`config.mk`:
```
export PLATFORM = sky130hd
export DESIGN_NAME = json_char_token_classifier_flat
export DESIGN_NICKNAME = d
export VERILOG_FILES = /design/src/rtl/jctc_pkg.sv /design/src/rtl/jctc_in_if.sv /design/src/rtl/jctc_out_if.sv /design/src/rtl/json_char_token_classifier.sv /design/src/rtl/jctc_front.sv /design/src/rtl/jctc_queue.sv /design/src/rtl/jctc_back.sv /design/src/flat_wrapper.sv
export SDC_FILE = /design/constraint.sdc
export NUM_CORES = 1
export LEC_CHECK = 0
export ABC_AREA = 1
export BUFFER_PORTS_ARGS = -buffer_cell sky130_fd_sc_hd__buf_4
export CORE_ASPECT_RATIO = 1.75
export CORE_MARGIN = 10
export CORE_UTILIZATION = 55
export DETAILED_ROUTE_END_ITERATION = 16
export HOLD_SLACK_MARGIN = 0.02
export PLACE_DENSITY = 0.71
export SLEW_MARGIN = 20
export SYNTH_ARGS = -nofsm -noshare
export SYNTH_HDL_FRONTEND = slang
export SYNTH_HIERARCHICAL = 1
export SYNTH_SLANG_ARGS = --single-unit
```
`constraint.sdc`:
```
create_clock -name clk_i -period 6.55 [get_ports clk_i]
set_input_delay 0.655 -clock clk_i [delete_from_list [all_inputs] [get_ports clk_i]]
set_output_delay 0.655 -clock clk_i [all_outputs]
set_load 0.01 [all_outputs]
```
`src/rtl/jctc_pkg.sv`:
```
// jctc_pkg: shared types and character constants of the json character classifier
// used by the front, queue, back and top level
// no dependencies
package jctc_pkg;

  // lookahead window: the byte under decision plus four bytes after it
  localparam int unsigned WIN_BYTES   = 5;
  localparam int unsigned QUEUE_DEPTH = 2;

  // characters that drive the scanner
  localparam logic [7:0] CHR_LBRACE    = 8'h7B;
  localparam logic [7:0] CHR_RBRACE    = 8'h7D;
  localparam logic [7:0] CHR_LBRACKET  = 8'h5B;
  localparam logic [7:0] CHR_RBRACKET  = 8'h5D;
  localparam logic [7:0] CHR_COMMA     = 8'h2C;
  localparam logic [7:0] CHR_COLON     = 8'h3A;
  localparam logic [7:0] CHR_QUOTE     = 8'h22;
  localparam logic [7:0] CHR_BACKSLASH = 8'h5C;
  localparam logic [7:0] CHR_MINUS     = 8'h2D;
  localparam logic [7:0] CHR_PLUS      = 8'h2B;
  localparam logic [7:0] CHR_DOT       = 8'h2E;
  localparam logic [7:0] CHR_LOWER_E   = 8'h65;
  localparam logic [7:0] CHR_UPPER_E   = 8'h45;
  localparam logic [7:0] CHR_ZERO      = 8'h30;
  localparam logic [7:0] CHR_NINE      = 8'h39;

  // literal words, first character in the top byte
  localparam logic [31:0] WORD_TRUE  = "true";
  localparam logic [31:0] WORD_NULL  = "null";
  localparam logic [39:0] WORD_FALSE = "false";

  typedef enum logic [2:0] {
    CLS_NONE    = 3'd0,
    CLS_PUNCT   = 3'd1,
    CLS_KEY     = 3'd2,
    CLS_VALUE   = 3'd3,
    CLS_NUMBER  = 3'd4,
    CLS_LITERAL = 3'd5
  } char_class_e;

  typedef enum logic [1:0] {
    MODE_IDLE   = 2'd0,
    MODE_STRING = 2'd1,
    MODE_ESCAPE = 2'd2,
    MODE_NUMBER = 2'd3
  } scan_mode_e;

  // one byte ready for classification, with its lookahead
  typedef struct packed {
    logic [WIN_BYTES-1:0][7:0] win;    // win[0] is the byte itself
    logic [2:0]                avail;  // valid bytes in win, 1 to 5
    logic                      last;   // last byte of the line
  } entry_t;

endpackage

```
`src/rtl/jctc_in_if.sv`:
```
// jctc_in_if: input channel, one text byte per beat with its line end flag
// depends on nothing
interface jctc_in_if;
  logic       valid;
  logic       ready;
  logic [7:0] text_byte;
  logic       line_end;

  modport source (output valid, output text_byte, output line_end, input ready);
  modport sink   (input valid, input text_byte, input line_end, output ready);
endinterface

```
`src/rtl/jctc_out_if.sv`:
```
// jctc_out_if: output channel, one classified byte per beat
// depends on nothing
interface jctc_out_if;
  logic       valid;
  logic       ready;
  logic [7:0] out_byte;
  logic [2:0] char_class;
  logic       run_last;

  modport source (output valid, output out_byte, output char_class, output run_last,
                  input ready);
  modport sink   (input valid, input out_byte, input char_class, input run_last,
                  output ready);
endinterface

```
`src/rtl/json_char_token_classifier.sv`:
```
// channel  | dir | beat payload                        | handshake
// in_i     | in  | text_byte[7:0], line_end            | valid / ready
// out_o    | out | out_byte[7:0], char_class[2:0], run_last | valid / ready
//
// one byte per cycle in steady state; a byte's result leaves once four later
// bytes of its line have arrived, set by the five byte lookahead window
// after a line end beat the window drains one byte per cycle while the queue
// takes them, before the next byte is taken; the scanner clears after the last one
// rst_ni is asynchronous, active low; either side may stall at any time, the
// entry queue and the output register let front and back stall on their own
//
// top level: front window, entry queue, back classifier
// depends on jctc_pkg, jctc_in_if, jctc_out_if, jctc_front, jctc_queue, jctc_back
module json_char_token_classifier #(
  parameter int unsigned QueueDepth = jctc_pkg::QUEUE_DEPTH
) (
  input  logic        clk_i,
  input  logic        rst_ni,
  jctc_in_if.sink     in_i,
  jctc_out_if.source  out_o
);

  logic             f_valid, f_ready;
  jctc_pkg::entry_t f_entry;
  logic             b_valid, b_ready;
  jctc_pkg::entry_t b_entry;

  // window and entry generation
  jctc_front u_front (
    .clk_i       (clk_i),
    .rst_ni      (rst_ni),
    .in_i        (in_i),
    .ent_valid_o (f_valid),
    .ent_ready_i (f_ready),
    .ent_o       (f_entry)
  );

  // decoupling queue
  jctc_queue #(
    .Depth (QueueDepth)
  ) u_queue (
    .clk_i        (clk_i),
    .rst_ni       (rst_ni),
    .push_valid_i (f_valid),
    .push_ready_o (f_ready),
    .push_entry_i (f_entry),
    .pop_valid_o  (b_valid),
    .pop_ready_i  (b_ready),
    .pop_entry_o  (b_entry)
  );

  // scanner and output register
  jctc_back u_back (
    .clk_i       (clk_i),
    .rst_ni      (rst_ni),
    .ent_valid_i (b_valid),
    .ent_ready_o (b_ready),
    .ent_i       (b_entry),
    .out_o       (out_o)
  );

endmodule

```
`src/rtl/jctc_front.sv`:
```
// jctc_front: collects input beats into the five byte lookahead window and hands
// out one window entry per cycle while the queue is ready; depends on jctc_pkg and jctc_in_if
module jctc_front (
  input  logic             clk_i,
  input  logic             rst_ni,
  jctc_in_if.sink          in_i,
  output logic             ent_valid_o,
  input  logic             ent_ready_i,
  output jctc_pkg::entry_t ent_o
);

  localparam int unsigned WinB = jctc_pkg::WIN_BYTES;

  logic [WinB-1:0][7:0] win_q, win_d, win_shift;
  logic [2:0]           fill_q, fill_d, fill_after;
  logic                 flush_q, flush_d;
  logic                 emit, accept;

  // a full window releases its head; during a flush every byte goes out
  assign ent_valid_o = flush_q ? (fill_q != 3'd0) : (fill_q == 3'(WinB));
  assign emit        = ent_valid_o && ent_ready_i;
  assign in_i.ready  = !flush_q && ((fill_q != 3'(WinB)) || emit);
  assign accept      = in_i.valid && in_i.ready;

  // entry seen by the queue
  assign ent_o.win   = win_q;
  assign ent_o.avail = fill_q;
  assign ent_o.last  = flush_q && (fill_q == 3'd1);

  // shift on emit, then append the accepted byte
  assign fill_after = fill_q - {2'b00, emit};

  always_comb begin
    for (int i = 0; i < WinB; i++) begin
      if (emit) begin
        win_shift[i] = (i < WinB - 1) ? win_q[(i + 1) % WinB] : 8'h00;
      end else begin
        win_shift[i] = win_q[i];
      end
    end
    for (int i = 0; i < WinB; i++) begin
      if (accept && (fill_after == 3'(i))) begin
        win_d[i] = in_i.text_byte;
      end else begin
        win_d[i] = win_shift[i];
      end
    end
    fill_d = fill_after + {2'b00, accept};
  end

  // flush starts with a line end beat and stops once the window is empty
  always_comb begin
    flush_d = flush_q;
    if (accept && in_i.line_end) begin
      flush_d = 1'b1;
    end else if (emit && ent_o.last) begin
      flush_d = 1'b0;
    end
  end

  always_ff @(posedge clk_i or negedge rst_ni) begin
    if (!rst_ni) begin
      fill_q  <= '0;
      flush_q <= 1'b0;
    end else begin
      fill_q  <= fill_d;
      flush_q <= flush_d;
    end
  end

  always_ff @(posedge clk_i) begin
    win_q <= win_d;
  end

endmodule

```
`src/rtl/jctc_queue.sv`:
```
// jctc_queue: short fifo of window entries between front and back
// depends on jctc_pkg
module jctc_queue #(
  parameter int unsigned Depth = jctc_pkg::QUEUE_DEPTH
) (
  input  logic             clk_i,
  input  logic             rst_ni,
  input  logic             push_valid_i,
  output logic             push_ready_o,
  input  jctc_pkg::entry_t push_entry_i,
  output logic             pop_valid_o,
  input  logic             pop_ready_i,
  output jctc_pkg::entry_t pop_entry_o
);

  localparam int unsigned PtrW = (Depth > 1) ? $clog2(Depth) : 1;
  localparam int unsigned CntW = $clog2(Depth + 1);

  jctc_pkg::entry_t    store_q [Depth];
  logic [PtrW-1:0]     wr_ptr_q, rd_ptr_q;
  logic [CntW-1:0]     count_q;
  logic                push, pop;

  assign push_ready_o = (count_q != CntW'(Depth));
  assign pop_valid_o  = (count_q != '0);
  assign push         = push_valid_i && push_ready_o;
  assign pop          = pop_valid_o && pop_ready_i;
  assign pop_entry_o  = store_q[rd_ptr_q];

  function automatic logic [PtrW-1:0] ptr_inc(input logic [PtrW-1:0] p);
    return (p == PtrW'(Depth - 1)) ? '0 : p + 1'b1;
  endfunction

  // pointers and fill level
  always_ff @(posedge clk_i or negedge rst_ni) begin
    if (!rst_ni) begin
      wr_ptr_q <= '0;
      rd_ptr_q <= '0;
      count_q  <= '0;
    end else begin
      if (push) begin
        wr_ptr_q <= ptr_inc(wr_ptr_q);
      end
      if (pop) begin
        rd_ptr_q <= ptr_inc(rd_ptr_q);
      end
      count_q <= count_q + CntW'(push) - CntW'(pop);
    end
  end

  // entry storage
  always_ff @(posedge clk_i) begin
    if (push) begin
      store_q[wr_ptr_q] <= push_entry_i;
    end
  end

endmodule

```
`src/rtl/jctc_back.sv`:
```
// jctc_back: scanner state machine that tags each window entry with its class
// and holds the result beat; depends on jctc_pkg and jctc_out_if
module jctc_back (
  input  logic             clk_i,
  input  logic             rst_ni,
  input  logic             ent_valid_i,
  output logic             ent_ready_o,
  input  jctc_pkg::entry_t ent_i,
  jctc_out_if.source       out_o
);

  jctc_pkg::scan_mode_e  mode_q, mode_d;
  logic [2:0]            lit_q, lit_d;
  logic                  sval_q, sval_d;
  logic                  expect_q, expect_d;
  jctc_pkg::char_class_e cls;

  logic                  out_valid_q;
  logic [7:0]            out_byte_q;
  jctc_pkg::char_class_e out_class_q;
  logic                  out_last_q;

  logic [7:0] c;
  logic       pop, is_digit, num_cont, is_punct, lit4, lit5, fresh;
  jctc_pkg::char_class_e str_cls, open_cls;

  assign pop         = ent_valid_i && ent_ready_o;
  assign ent_ready_o = !out_valid_q || out_o.ready;

  // character decode
  assign c        = ent_i.win[0];
  assign is_digit = (c >= jctc_pkg::CHR_ZERO) && (c <= jctc_pkg::CHR_NINE);
  assign num_cont = is_digit || (c == jctc_pkg::CHR_DOT) || (c == jctc_pkg::CHR_LOWER_E) ||
                    (c == jctc_pkg::CHR_UPPER_E) || (c == jctc_pkg::CHR_PLUS) ||
                    (c == jctc_pkg::CHR_MINUS);
  assign is_punct = (c == jctc_pkg::CHR_LBRACE) || (c == jctc_pkg::CHR_RBRACE) ||
                    (c == jctc_pkg::CHR_LBRACKET) || (c == jctc_pkg::CHR_RBRACKET) ||
                    (c == jctc_pkg::CHR_COMMA);
  assign lit4 = (ent_i.avail >= 3'd4) &&
                (({ent_i.win[0], ent_i.win[1], ent_i.win[2], ent_i.win[3]} ==
                  jctc_pkg::WORD_TRUE) ||
                 ({ent_i.win[0], ent_i.win[1], ent_i.win[2], ent_i.win[3]} ==
                  jctc_pkg::WORD_NULL));
  assign lit5 = (ent_i.avail == 3'd5) &&
                ({ent_i.win[0], ent_i.win[1], ent_i.win[2], ent_i.win[3], ent_i.win[4]} ==
                 jctc_pkg::WORD_FALSE);

  // byte outside any token, or the byte that ends a number
  assign fresh    = (mode_q == jctc_pkg::MODE_IDLE) ||
                    ((mode_q == jctc_pkg::MODE_NUMBER) && !num_cont);
  assign str_cls  = sval_q   ? jctc_pkg::CLS_VALUE : jctc_pkg::CLS_KEY;
  assign open_cls = expect_q ? jctc_pkg::CLS_VALUE : jctc_pkg::CLS_KEY;

  // class of the current byte
  always_comb begin
    cls = jctc_pkg::CLS_NONE;
    if (lit_q != 3'd0) begin
      cls = jctc_pkg::CLS_LITERAL;
    end else if ((mode_q == jctc_pkg::MODE_STRING) || (mode_q == jctc_pkg::MODE_ESCAPE)) begin
      cls = str_cls;
    end else if (!fresh) begin
      cls = jctc_pkg::CLS_NUMBER;
    end else if (is_punct || (c == jctc_pkg::CHR_COLON)) begin
      cls = jctc_pkg::CLS_PUNCT;
    end else if (c == jctc_pkg::CHR_QUOTE) begin
      cls = open_cls;
    end else if (is_digit || (c == jctc_pkg::CHR_MINUS)) begin
      cls = jctc_pkg::CLS_NUMBER;
    end else if (lit4 || lit5) begin
      cls = jctc_pkg::CLS_LITERAL;
    end
  end

  // next scanner state
  always_comb begin
    mode_d   = mode_q;
    lit_d    = lit_q;
    sval_d   = sval_q;
    expect_d = expect_q;
    if (lit_q != 3'd0) begin
      lit_d = lit_q - 3'd1;
    end else begin
      unique case (mode_q)
        jctc_pkg::MODE_ESCAPE: begin
          mode_d = jctc_pkg::MODE_STRING;
        end
        jctc_pkg::MODE_STRING: begin
          if (c == jctc_pkg::CHR_BACKSLASH) begin
            mode_d = jctc_pkg::MODE_ESCAPE;
          end else if (c == jctc_pkg::CHR_QUOTE) begin
            mode_d = jctc_pkg::MODE_IDLE;
          end
        end
        jctc_pkg::MODE_IDLE, jctc_pkg::MODE_NUMBER: begin
          if (fresh) begin
            mode_d = jctc_pkg::MODE_IDLE;
            if (is_punct) begin
              if (c == jctc_pkg::CHR_LBRACE) begin
                expect_d = 1'b0;
              end
            end else if (c == jctc_pkg::CHR_COLON) begin
              expect_d = 1'b1;
            end else if (c == jctc_pkg::CHR_QUOTE) begin
              sval_d = expect_q;
              mode_d = jctc_pkg::MODE_STRING;
            end else if (is_digit || (c == jctc_pkg::CHR_MINUS)) begin
              mode_d   = jctc_pkg::MODE_NUMBER;
              expect_d = 1'b0;
            end else if (lit4) begin
              lit_d    = 3'd3;
              expect_d = 1'b0;
            end else if (lit5) begin
              lit_d    = 3'd4;
              expect_d = 1'b0;
            end
          end
        end
        default: begin
          mode_d = jctc_pkg::MODE_IDLE;
        end
      endcase
    end
  end

  // scanner state, cleared after the last byte of a line
  always_ff @(posedge clk_i or negedge rst_ni) begin
    if (!rst_ni) begin
      mode_q   <= jctc_pkg::MODE_IDLE;
      lit_q    <= '0;
      sval_q   <= 1'b0;
      expect_q <= 1'b0;
    end else if (pop) begin
      if (ent_i.last) begin
        mode_q   <= jctc_pkg::MODE_IDLE;
        lit_q    <= '0;
        sval_q   <= 1'b0;
        expect_q <= 1'b0;
      end else begin
        mode_q   <= mode_d;
        lit_q    <= lit_d;
        sval_q   <= sval_d;
        expect_q <= expect_d;
      end
    end
  end

  // output beat register
  always_ff @(posedge clk_i or negedge rst_ni) begin
    if (!rst_ni) begin
      out_valid_q <= 1'b0;
    end else if (ent_ready_o) begin
      out_valid_q <= ent_valid_i;
    end
  end

  always_ff @(posedge clk_i) begin
    if (pop) begin
      out_byte_q  <= c;
      out_class_q <= cls;
      out_last_q  <= ent_i.last;
    end
  end

  assign out_o.valid      = out_valid_q;
  assign out_o.out_byte   = out_byte_q;
  assign out_o.char_class = out_class_q;
  assign out_o.run_last   = out_last_q;

endmodule
```
`src/flat_wrapper.sv`:
```
// flat-port wrapper written by rule: the top's interface ports become plain ports
module json_char_token_classifier_flat 
#(
  parameter int unsigned QueueDepth = jctc_pkg::QUEUE_DEPTH
)
  (clk_i, rst_ni, in_i_valid, in_i_text_byte, in_i_line_end, in_i_ready, out_o_valid, out_o_out_byte, out_o_char_class, out_o_run_last, out_o_ready);
  jctc_in_if in_i_i ();
  jctc_out_if out_o_i ();
  input  logic clk_i;
  input  logic rst_ni;
  input wire logic [$bits(in_i_i.valid)-1:0] in_i_valid;
  input wire logic [$bits(in_i_i.text_byte)-1:0] in_i_text_byte;
  input wire logic [$bits(in_i_i.line_end)-1:0] in_i_line_end;
  output wire logic [$bits(in_i_i.ready)-1:0] in_i_ready;
  output wire logic [$bits(out_o_i.valid)-1:0] out_o_valid;
  output wire logic [$bits(out_o_i.out_byte)-1:0] out_o_out_byte;
  output wire logic [$bits(out_o_i.char_class)-1:0] out_o_char_class;
  output wire logic [$bits(out_o_i.run_last)-1:0] out_o_run_last;
  input wire logic [$bits(out_o_i.ready)-1:0] out_o_ready;
  assign in_i_i.valid = in_i_valid;
  assign in_i_i.text_byte = in_i_text_byte;
  assign in_i_i.line_end = in_i_line_end;
  assign in_i_ready = in_i_i.ready;
  assign out_o_valid = out_o_i.valid;
  assign out_o_out_byte = out_o_i.out_byte;
  assign out_o_char_class = out_o_i.char_class;
  assign out_o_run_last = out_o_i.run_last;
  assign out_o_i.ready = out_o_ready;
  json_char_token_classifier #(.QueueDepth(QueueDepth)) u_core (.clk_i(clk_i), .rst_ni(rst_ni), .in_i(in_i_i), .out_o(out_o_i));
endmodule
```
---- Word-level counts from Yosys, hierarchy flattened ----
Memories as Yosys holds them, arrays and structs flattened.
Cells that the tools add are included.
cells by class
  add/sub/neg operators ................... 7
  $lt $le $gt $ge ......................... 3
  eq/ne operators ......................... 39
  multiplexer cells ....................... 63
  reductions and logical operators ........ 59
operators with widths
  operator              number
  $mux 8                10
  $eq 32x31->1 const B  2
  $eq 8x7->1 const B    7
  $eq 8x6->1 const B    6
  $mux 3                16
  $eq 40x39->1 const B  1
  $mux 1                27
  $reduce_bool 2->1     10
  $mux 2                9
  $logic_or 1x1->1      17
  $logic_and 1x1->1     16
  $ne 3x3->1 const B    5
  $reduce_and 7->1      2
  $reduce_bool 3->1     4
  $eq 3x3->1 const B    3
  $ge 8x6->1 const B    1
  $le 8x6->1 const B    1
  $ne 2x2->1 const B    4
  $reduce_and 8->1      1
  $eq 3x1->1 const B    2
  $eq 3x2->1 const B    2
  $ne 3x2->1 const B    2
  $pmux 2 s3            1
  $reduce_bool 6->1     1
  17 further kinds      21
storage, ports and cells
  register bits after elaboration ......... 68
  bits in writable memories ............... 88
  input port bits ......................... 13
  output and inout bits ................... 14
  logic and storage cells ................. 190
  memories kept ........................... 1
memory list
  name                    words  bits a word  rd ports  clocked after memory_dff  write ports  RTL line          RTL
  u_core.u_queue.store_q  2      44           1         0                         1            jctc_queue.sv:19  jctc_pkg::entry_t store_q [Depth];

---- Logic depth before layout (Yosys ltp) ----
Gate-level depths: netlist of the first run.
An unclocked memory read counts as a cell.
  word-level depth ........................ 15
  gate-level depth with buffers ........... 19
  mapped depth without buffers ............ 17

---- Hierarchy ----
Netlist of the first run, hierarchy kept.
by module, submodules not included
  module      times used  cells each  area each (sq um)  sequential area each (sq um)
  jctc_queue  1           261         3911.3             2742.6
  jctc_front  1           214         2154.6             1301.2
  jctc_back   1           232         1576.5             560.5

---- Worst setup path before layout of the first run ----
No wires, ideal clock.
  path type ............................... flip-flop to flip-flop
  start ................................... register u_core.u_front.fill_q[1]
  end ..................................... memory u_core/u_queue/store_q[0][0] (netlist name), enable pin
  setup time .............................. 0.445 ns
  arrival ................................. 2.798 ns
  required time ........................... 6.105 ns
  setup slack ............................. 3.306 ns
  stages on the path, launching flop included .. 8
  path buffers ............................ 0
  clock period less this slack ............ 3.244 ns
  path through ............................ dfrtp_1 inv_1 nand2_1 o21ai_1 nand2_1 inv_1 nand2_4 nor2_1
between the ends
  cells in the longest elaborated chain, start to end .. 5
  elaborated cells on any way between the ends .. 6
  classes of those cells .................. eq/ne: 1; mux: 3; reduce/logical: 2
RTL lines
  item                                                    RTL line                          RTL
  start: declaration                                      jctc_front.sv:15                  logic [2:0] fill_q, fill_d, fill_after;
  start signal: assignment                                jctc_front.sv:66                  fill_q <= fill_d;
  $eq 3x3->1 / $reduce_bool 3->1 (equally long branches)  jctc_front.sv:20                  assign ent_valid_o = flush_q ? (fill_q != 3'd0) : (fill_q == 3'(WinB));
  $mux 1 *                                                jctc_front.sv:20
  net u_core.f_valid                                      json_char_token_classifier.sv:23  logic f_valid, f_ready;
  $logic_and 1x1->1 *                                     jctc_queue.sv:26                  assign push = push_valid_i && push_ready_o;
  $mux 1 *                                                jctc_queue.sv:53                  if (push) begin
  $mux 1 (implied by the code) *                          jctc_queue.sv:54                  store_q[wr_ptr_q] <= push_entry_i;
  end: declaration                                        jctc_queue.sv:19
The timed path passes the listed nets; every way through them passes the cells marked *.

---- Worst setup path in the final report of the first run ----
  start ................................... register u_core.u_front.fill_q[1]
  end ..................................... register u_core.u_front.win_q, in the netlist u_core/u_front/ent_o[21], enable pin
between the ends
  cells in the longest elaborated chain, start to end .. 8
  elaborated cells on any way between the ends .. 12
  classes of those cells .................. add/sub: 1; eq/ne: 3; mux: 1; reduce/logical: 7
RTL lines
  item                                                                 RTL line                          RTL
  $eq 3x3->1 / $reduce_bool 3->1 (equally long branches)               jctc_front.sv:20
  $mux 1 *                                                             jctc_front.sv:20
  net u_core.f_valid                                                   json_char_token_classifier.sv:23
  $logic_and 1x1->1 *                                                  jctc_front.sv:21                  assign emit = ent_valid_o && ent_ready_i;
  parallel branches: the longest is 4 deep, another holds $sub 3x1->3  -
  $reduce_bool 2->1 (no source line) *                                 -
  end signal: assignment                                               jctc_front.sv:72                  win_q <= win_d;
  end: declaration                                                     jctc_front.sv:14                  logic [WinB-1:0][7:0] win_q, win_d, win_shift;
Mark *: on every way through the listed nets, which the timed path passes.
A chain may end at the register's enable or synchronous reset.

==> results of run 1 <==
-- Yosys cell counts (all sizes together) --
cell type	count	area [sq um]
clkbuf	5	28.8
a41o	1	10.0
a21oi	6	41.3
nand2	286	1500
dfrtp	16	400
edfxtp	140	4200
nor3b	1	7.51
clkinv	1	3.75
xor2	2	25.0
nand4	44	275
o21ai	9	48.8
a22oi	1	7.51
a211oi	1	7.51
ha	10	125
nand3b	3	22.5
nand3	23	153
o211ai	1	7.51
nor3	7	35.0
xnor2	2	17.5
o22ai	3	18.8
nor2	63	264
buf	13	160
inv	68	268
o31ai	1	7.51
-- through the flow --
step | setup WS (ps) | instances | utilization [%] | total power [mW] | hold WS, ps
2_1_floorplan | 3310 | 707 | - | 3.55 | 359
3_3_place_gp | 3530 | 895 | 57.4 | 3.91 | 429
3_5_place_dp | 3350 | 895 | 57.4 | 4.01 | 436
4_1_cts | 3310 | 927 | 61.5 | 4.94 | 100
5_1_grt | 3050 | 927 | 61.5 | 5.25 | 104
6_report | 3280 | 927 | 61.5 | 4.91 | 106
-- cell type report --
cell class	instances	area [sq um]	share of cell area [%]
Tap cell	177	221	2.61
Timing Repair Buffer	29	218	2.57
Clock buffer	18	429	5.07
Clock inverter	14	135	1.60
Sequential cell	156	4600	54.3
Multi-Input combinational cell	464	2590	30.6
Inverter	69	272	3.20
-- layer usage --
metal / up-vias / GRT usage [%]
met2: 133 / 31.1
li1: 2425 / -
met3: 25 / 3.76
met4: 0 / 6.13
met1: 2347 / 16.6
met5: - / 0
-- critical path, stage by stage, from the launching register on --
cell and delay, ps:
dfrtp_1 420, inv_1 130, nand2_1 90, o21ai_1 200, nand2_1 80, inv_1 170
nand2_1 250, inv_1 120, ha_1 150, ha_1 270, inv_1 110, nand2_1 70
nor2_2 320, nand3_2 230, nand2_1 350
-- cell usage in the layout, fill, tap and decap left out, drive strengths merged, types with 2 or more instances in the layout --
cell      count
a21oi         6
buf          29
clkbuf       18
clkinv        5
clkinvlp      2
dfrtp        16
edfxtp      140
ha           10
inv          75
nand2       286
nand3        23
nand3b        3
nand4        44
nor2         63
nor3          7
o21ai         9
o22ai         3
xnor2         2
xor2          2
-- worst max path at each step --
stage | startpoint | end | cells past startpoint
3_5_place_dp | u_core/u_front/fill_q[1] | u_core/u_front/ent_o[23] | 14
3_3_place_gp | u_core/u_front/fill_q[1] | u_core/u_front/ent_o[28] | 14
4_1_cts | u_core/u_front/fill_q[1] | u_core/u_front/ent_o[21] | 14
6_report | u_core/u_front/fill_q[1] | u_core/u_front/ent_o[21] | 14
5_1_grt | u_core/u_front/fill_q[1] | u_core/u_front/ent_o[34] | 14
2_1_floorplan | u_core/u_front/fill_q[1] | u_core/u_queue/store_q[0][0] | 7
-- registers in the layout, summed over array words and instances, names as in the netlist --
name                            cells
u_core/u_front/fill_q               3
u_core/u_front/flush_q              1
u_core/u_queue/store_q             88
u_core/u_queue/count_q              2
u_core/u_back/out_o.char_class      3
u_core/u_back/out_o.run_last        1
u_core/u_back/out_o.valid           1
u_core/u_front/ent_o               40
u_core/u_back/out_o.out_byte        8
u_core/u_queue/wr_ptr_q             1
u_core/u_back/lit_q                 3
u_core/u_back/sval_q                1
u_core/u_queue/rd_ptr_q             1
u_core/u_back/expect_q              1
u_core/u_back/mode_q                2
-- cells by family (layout without fill, tap and decap cells) --
kind of cell | after synthesis | in the layout
adders and majority gates | 10 | 10
xor gates and xnor gates | 4 | 4
DFF | 156 | 156
buffers and inverters | 87 | 130
AOI/OAI and AO/OA | 23 | 23
and+or+nand+nor | 427 | 427
-- report_power, final --
| group | switching, mW | internal, mW | total, mW |
|---|---|---|---|
| sequential | 0.282 | 1.82 | 2.10 |
| clock | 0.401 | 0.532 | 0.933 |
| combinational | 1.32 | 0.560 | 1.88 |
| total | 2.00 | 2.91 | 4.91 |
==> results.cfg, run 1 <==
[run_status]
status = complete, no violations

[timing]
relSlewSlack_pct = 51.8
max_freq_ghz = 0.306
final_max_slew_viol_count = 0
period_share_pct = 50.0
period_minus_slack_ps = 3270
setup_tns_ps = 0
finalHoldViolCount = 0
grt_setup_unrepaired = no
tightest_slew_ps = 720
fin_worst_skew_ps = 7.65
setup_violations = 0

[finish]
design_area_sq_um = 8470
fin_nets = 760
drive_above_1_share_pct = 23.1
syn_to_final_growth_pct = 10.9
antenna_cells = 0
fillers = 1093

[clock_network]
cts_hold_buf = 0
root_buffer = clkbuf_16
cts_made_buffers = 17
post-cts-setup-buffers = 0
clk_pin_slew_worst_paths_ps = 60
cts_resized = 0
clk_path_buf_depth = 2
clock_sinks = 156
clock_latency_ps = 410
cts_max_level = 4
tritoncts = built

[detailed_routing]
drt-total-wl_microns = 15000
ant_nets = 0
wl_per_cell_microns = 16.1
dr_wl_met3_microns = 587
dr.pass1.iters = 5
wl_met1_microns = 5520
top_layer_used = met4
first_iter_violations = 244
wl_met2_microns = 8570
routed_via_density = 5.32
via_count = 4930
drcViolationCount = 0

[floorplan]
ios = 27
core_sq_um = 13800
initial_core_util_pct = 55.5
row_count = 57
fp.dieArea_sq_um = 19200
fp.dieH_microns = 176
die_x_microns = 109

[synthesis]
synthesis.area_sq_um = 7640
synth_xor_area_share_pct = 0.557
synth-simple-area-share_pct = 29.6
synth_cell_types = 40
synth_warnings = 6
synth_seq_area_share_pct = 60.2
synth_top_family_by_area = simple AND/OR/NAND/NOR gates
yosys-mux-area-fraction_pct = 0
synthCells = 707
postSynthAreaPerCell_sq_um = 10.8
syn-num-nets = 730
synth_compound_area_share_pct = 1.95
yosys.area_share.adder_pct = 1.64
ys_ff_latch = 156

[setup_path]
path_max_fanout = 9
critPathArrivalTime_ps = 3360
worstPathRequired_ps = 6640
endpoint_kind = flop
r2r_end = u_core/u_front/ent_o[21]
critPathKind = reg -> reg
timing.rr.start = u_core/u_front/fill_q[1]
cp-start-kind = flop
r2r_cells = 14
reg2reg_slack_ps = 3280

[global_route]
grtUsageTotal_pct = 16.4
grt_max_degree = 46
grt_overflow = 0
grt_pass1_vias = 4906
grt_pass1_wl_microns = 24500
grt_antenna_before_repair = 0

[pwr]
p_leak_nw = 3.64
power_per_cell_area_nw_per_um2 = 580
vdd_drop_max_mv = 0.367

[placement]
dp_hpwl_microns = 10900
gp_congestion = 0.899
placed_cell_area_sq_um = 7910
port-buffer-count = 26

[min_path]
min_path_type = in -> async

[flow_run]
max_cap_violations = 0
No activity file was read; power rests on OpenSTA's default activity.
==> run 2, diff against run 1 <==
Settings changed: ABC_AREA 1 to 0.
Clock period 6.55 ns to 3.2 ns, I/O delays scaled along.
==> results.cfg, run 2 <==
[run_status]
status = complete, no violations

[global_route]
grt_pass1_wl_microns = 22900
grt_max_degree = 46
grtUsageTotal_pct = 16.3
grt_antenna_before_repair = 0
grt_overflow = 0
grt_pass1_vias = 4280

[pwr]
swShare_pct = 35.0
net-switching-power_mw = 3.54
combPwrFrac_pct = 36.9
vdd_drop_max_mv = 0.600
p_int_mw = 6.57
p_seq_share_pct = 43.0
finalPower_mw = 10.1
p_leak_nw = 2.87
power_per_cell_area_nw_per_um2 = 1250
power_frac_clock_pct = 20.1

[finish]
fin_nets = 516
drive_above_1_share_pct = 33.6
layout_commonest_cell = edfxtp_1
top_register = u_core/u_queue/store_q
antenna_cells = 0
final_cell_mix = 140 x edfxtp_1, 74 x mux2_2, 39 x buf_4, 17 x clkbuf_16, 15 x dfrtp_1
syn_to_final_growth_pct = 14.6
fillers = 958
largest_reg_flops = 88

[setup_path]
cp-start-kind = flop
critPathKind = reg -> reg
endpoint_kind = flop
timing.rr.start = u_core/u_front/fill_q[2]
critPathArrivalTime_ps = 3070
worstPathRequired_ps = 3270
path_max_fanout = 9
startpoint = u_core/u_front/fill_q[2]

[floorplan]
initial_core_util_pct = 56.3
row_count = 54
fp.dieArea_sq_um = 18000
die_x_microns = 106
fp.dieH_microns = 170
ios = 27
core_sq_um = 12600

[timing]
finalHoldViolCount = 0
tightest_slew_ps = 655
setup_tns_ps = 0
period_share_pct = 93.5
max_freq_ghz = 0.334
grt_setup_unrepaired = no
relSlewSlack_pct = 55.7
setup_violations = 0
period_minus_slack_ps = 2990
final_max_slew_viol_count = 0
fin_worst_skew_ps = 8.46

[synthesis]
synthesis.area_sq_um = 7070
synth_warnings = 6
synth_seq_area_share_pct = 65.1
syn-num-nets = 471
synth-edff-count = 140
synth_cell_types = 73
ys.flop_type = edfxtp_1
synth_top_area_share_pct = 59.4
postSynthAreaPerCell_sq_um = 15.8
yosysMostFrequentCell = edfxtp_1
synthCells = 448
yosys-top-cells-area = edfxtp_1 59%, mux2_2 12%, dfrtp_1 5.7%, ha_1 1.8%, buf_6 1.1%
ys_ff_latch = 156
yosysTopAreaCell = edfxtp_1
synthTopCellsByCount = 140 x edfxtp_1, 74 x mux2_2, 16 x dfrtp_1
async_flop_share_pct = 10.3

[clock_network]
post-cts-setup-buffers = 0
cts_max_level = 4
cts_resized = 0
root_buffer = clkbuf_16
tritoncts = built
clock_sinks = 156
cts_hold_buf = 1
clk_pin_slew_worst_paths_ps = 70
clk_path_buf_depth = 2
cts_made_buffers = 17
clock_latency_ps = 420

[detailed_routing]
dr.pass1.iters = 4
first_iter_violations = 212
routed_via_density = 5.89
drt-total-wl_microns = 14100
via_count = 3970
ant_nets = 0
wl_per_cell_microns = 20.9
drcViolationCount = 0

[placement]
dp_hpwl_microns = 9790
gp_congestion = 0.908
port-buffer-count = 26

[flow_run]
max_cap_violations = 0

[min_path]
hp-start = in_i_line_end
min_path_type = in -> reg
==> run 2: cell types whose count changed after synthesis, moves of 9 or more <==
cell / before / now
and2_1: 0 / 9
inv_1: 63 / 12
mux2_2: 0 / 74
nand2_1: 198 / 11
nand2_2: 46 / 0
nand2_4: 42 / 0
nand2b_1: 0 / 10
nand3_1: 17 / 6
nand4_1: 44 / 5
nor2_1: 54 / 14
==> run 2: path summary, 6_finish.rpt <==
path	end	slack (ps)	depth (start not counted)
min reg2reg	u_core/u_queue/store_q[0][7]	450	0
min	u_core/u_front/flush_q	220	3
min in group asynchronous	u_core/u_back/out_o.valid	310	2
max	u_core/u_front/ent_o[28]	210	8
max reg2reg	u_core/u_front/ent_o[28]	210	8
max in group asynchronous	u_core/u_queue/rd_ptr_q	2680	2
==> run 2: stage by stage <==
step	std cells	hold WS, ps	area (sq um)	setup WS [ps]	utilization, %
2_1_floorplan	448	24.4	7070	238	-
3_3_place_gp	641	200	7490	339	59.6
3_5_place_dp	641	209	7490	255	59.6
4_1_cts	674	206	8100	228	64.5
5_1_grt	674	241	8100	6.36	64.5
6_report	674	220	8100	207	64.5
==> run 2: final cells by class <==
| cell class | instances | area [sq um] | area share (%) |
|---|---|---|---|
| timing repair buffer | 41 | 323 | 3.98 |
| clock buffer | 17 | 425 | 5.25 |
| inverter | 12 | 45.0 | 0.556 |
| multi-input combinational | 265 | 2320 | 28.6 |
| tap | 168 | 210 | 2.59 |
| sequential | 156 | 4610 | 56.8 |
| clock inverter | 15 | 175 | 2.16 |
==> run 2: cell families (layout without fill, tap and decap cells) <==
| kind of cell | Yosys count | count (layout) | share of synthesized area [%] |
|---|---|---|---|
| flip-flops | 156 | 156 | 65.1 |
| AND/OR/NAND/NOR | 111 | 111 | 11.4 |
| multiplexers | 80 | 80 | 12.7 |
| AO/OA/AOI/OAI | 55 | 55 | 5.57 |
| buffers and inverters | 27 | 85 | 2.32 |
| adder cells (fa/ha/maj) | 10 | 10 | 1.77 |
| XOR/XNOR | 9 | 9 | 1.11 |
==> run 2: power by group through the flow <==
stage / registers, mW / clock network, mW / logic [mW]
after global routing: 4.48 / 2.15 / 4.07
after CTS: 4.36 / 2.08 / 3.76
final: 4.35 / 2.03 / 3.73
after floorplan: 4.23 / 0 / 2.72
after global placement: 4.30 / 0 / 3.62
after detailed placement: 4.39 / 0 / 3.71
==> run 2: worst max-delay path, cell delays in order, from the launching register on <==
cell	delay, ps
dfrtp_1	470
o21a_1	240
o221ai_1	240
inv_1	80
ha_1	180
ha_1	210
xnor2_1	410
nand4_2	380
nand2_1	430
==> run 2: per-layer routing <==
metal  vias up  part of all wire, %  track usage, %  wire length [microns]
li1       1850                    -               -                      -
met1      2017                   37            16.8                   5200
met2        81                   58            31.1                   8180
met3        22                  3.0            3.59                    429
met4         0                  2.0            5.91                    289
met5         -                    0               0                      0
==> run 3, diff against run 2 <==
Settings changed: CELL_PAD_IN_SITES_DETAIL_PLACEMENT from default to 1, CELL_PAD_IN_SITES_GLOBAL_PLACEMENT from default to 2, CORE_UTILIZATION 55 to 39, PLACE_DENSITY 0.71 to 0.68, REMOVE_ABC_BUFFERS from default to 1.
==> results.cfg, run 3 (synthesis gave the netlist of run 2 again) <==
[global_route]
grt_antenna_before_repair = 0
grtUsageTotal_pct = 13.0
grt_pass1_wl_microns = 23900
grt_max_degree = 46
grt_overflow = 0
grt_pass1_vias = 4316

[finish]
final_cells = 740
antenna_cells = 0
design_area_sq_um = 8130
top_register = u_core/u_queue/store_q
multi_input_area_sq_um = 2320
largest_reg_flops = 88
syn_to_final_growth_pct = 14.9
drive_above_1_share_pct = 33.0
fin_nets = 516
fillers = 1804
regArea_sq_um = 4610
layout_commonest_cell = edfxtp_1
final_cell_mix = 140 x edfxtp_1, 74 x mux2_2, 39 x buf_4, 17 x clkbuf_16, 15 x dfrtp_1

[setup_path]
cp-start-kind = flop
path_max_fanout = 9
crit_buf_inv = 1
critPathKind = reg -> reg
endpoint_kind = flop
critPathArrivalTime_ps = 3110
path_cells = o21a_1 > o221ai_1 > inv_1 > ha_1 > ha_1 > xor2_1 > nor4_4 > mux2_2
r2r_end = u_core/u_front/ent_o[11]
cpMostUsedCell = ha_1
crit_slowest_cell = nor4_4
cp_top_family = simple AND/OR/NAND/NOR gates
timing.rr.start = u_core/u_front/fill_q[2]
r2r_cells = 8
cpPeakStageDelay_ps = 600
worstPathRequired_ps = 3370
reg2reg_slack_ps = 260

[floorplan]
core_sq_um = 18000
initial_core_util_pct = 39.3
fp.dieArea_sq_um = 24100
row_count = 65
die_x_microns = 122
fp.dieH_microns = 198
ios = 27

[timing]
final_max_slew_viol_count = 0
period_minus_slack_ps = 2940
finalHoldViolCount = 0
grt_setup_unrepaired = no
setup_slack_ps = 260
relSlewSlack_pct = 48.1
tightest_slew_ps = 767
setup_violations = 0
max_freq_ghz = 0.340
fin_worst_skew_ps = 8.24
period_share_pct = 91.9

[detailed_routing]
routed_via_density = 5.25
wl_per_cell_microns = 20.4
ant_nets = 0
via_count = 3886
drcViolationCount = 0
dr.pass1.iters = 4
first_iter_violations = 200
drt-total-wl_microns = 15100

[placement]
gp_congestion = 0.810
placed_cell_area_sq_um = 7570
dp_hpwl_microns = 10800
port-buffer-count = 26
dpl_worst_slack_ps = 252
place_inst = 707

[run_status]
status = complete, no violations

[min_path]
min_path_type = in -> reg
hp-start = in_i_line_end
min_delay_path_depth = 3
hold_end = u_core/u_front/flush_q

[clock_network]
root_buffer = clkbuf_16
cts_made_buffers = 17
clock_sinks = 156
clk_path_buf_depth = 2
clock_latency_ps = 420
tritoncts = built
cts_max_level = 4
post-cts-setup-buffers = 0
clk_pin_slew_worst_paths_ps = 60

[pwr]
finalPower_mw = 9.96
power_per_cell_area_nw_per_um2 = 1230
p_leak_nw = 2.83
vdd_drop_max_mv = 0.599

[flow_run]
max_cap_violations = 0
==> run 3: cell types whose count changed in the layout (fill, tap and decap cells not counted), sizes merged <==
cell,before,now
bufinv,2,0
clkinv,2,7
clkinvlp,2,3
inv,21,17
==> run 3: timing repair <==
item,in CTS,in global routing
setup endpoints to repair,0,0
hold buffers,1,0
endpoints found under the hold margin,16,0
gates resized for setup,0,0
==> run 3: stage by stage <==
stage	hold WS (ps)	TNS, ps	utilization [%]
2_1_floorplan	24.4	-3450	-
3_5_place_dp	217	0	42.1
4_1_cts	190	0	45.2
3_3_place_gp	212	0	42.1
5_1_grt	224	0	45.2
6_report	207	0	45.2
==> run 3: cell type report <==
cell class / instances / share of cell area (%)
sequential: 156 / 56.7
multi-input combinational: 265 / 28.5
clock buffer: 17 / 5.24
timing repair buffer: 41 / 3.97
tap: 234 / 3.60
clock inverter: 15 / 1.42
inverter: 12 / 0.554
==> run 3: routing by layer <==
| metal | routed length (microns) | GRT usage, % | vias to the layer above |
|---|---|---|---|
| met2 | 8890 | 25.2 | 42 |
| met1 | 5660 | 12.9 | 1979 |
| li1 | - | - | 1850 |
| met4 | 256 | 4.75 | 0 |
| met5 | 0 | 0 | - |
| met3 | 303 | 2.88 | 15 |
==> run 3: power by group <==
| group | leakage, nW | switching (mW) | internal [mW] |
|---|---|---|---|
| clock | 0.255 | 0.828 | 1.00 |
| combinational | 1.04 | 2.26 | 1.53 |
| sequential | 1.54 | 0.483 | 3.86 |
| total | 2.83 | 3.57 | 6.39 |
==> run 3: worst max path at each step <==
stage                              from                      endpoint  slack, ps  depth (start not counted)
2_1_floorplan  u_core/u_front/fill_q[2]  u_core/u_queue/store_q[0][0]        -80                          4
3_3_place_gp   u_core/u_front/fill_q[2]      u_core/u_front/ent_o[11]        360                          8
3_5_place_dp   u_core/u_front/fill_q[2]      u_core/u_front/ent_o[11]        250                          8
4_1_cts        u_core/u_front/fill_q[2]       u_core/u_front/ent_o[6]        240                          8
5_1_grt        u_core/u_front/fill_q[2]      u_core/u_front/ent_o[18]         70                          8
6_report       u_core/u_front/fill_q[2]      u_core/u_front/ent_o[11]        260                          8
==> run 3: worst register-to-register path, stage by stage (launching register included) <==
cell      delay [ps]
dfrtp_1          480
o21a_1           230
o221ai_1         230
inv_1             80
ha_1             190
ha_1             220
xor2_1           260
nor4_4           600
mux2_2           410
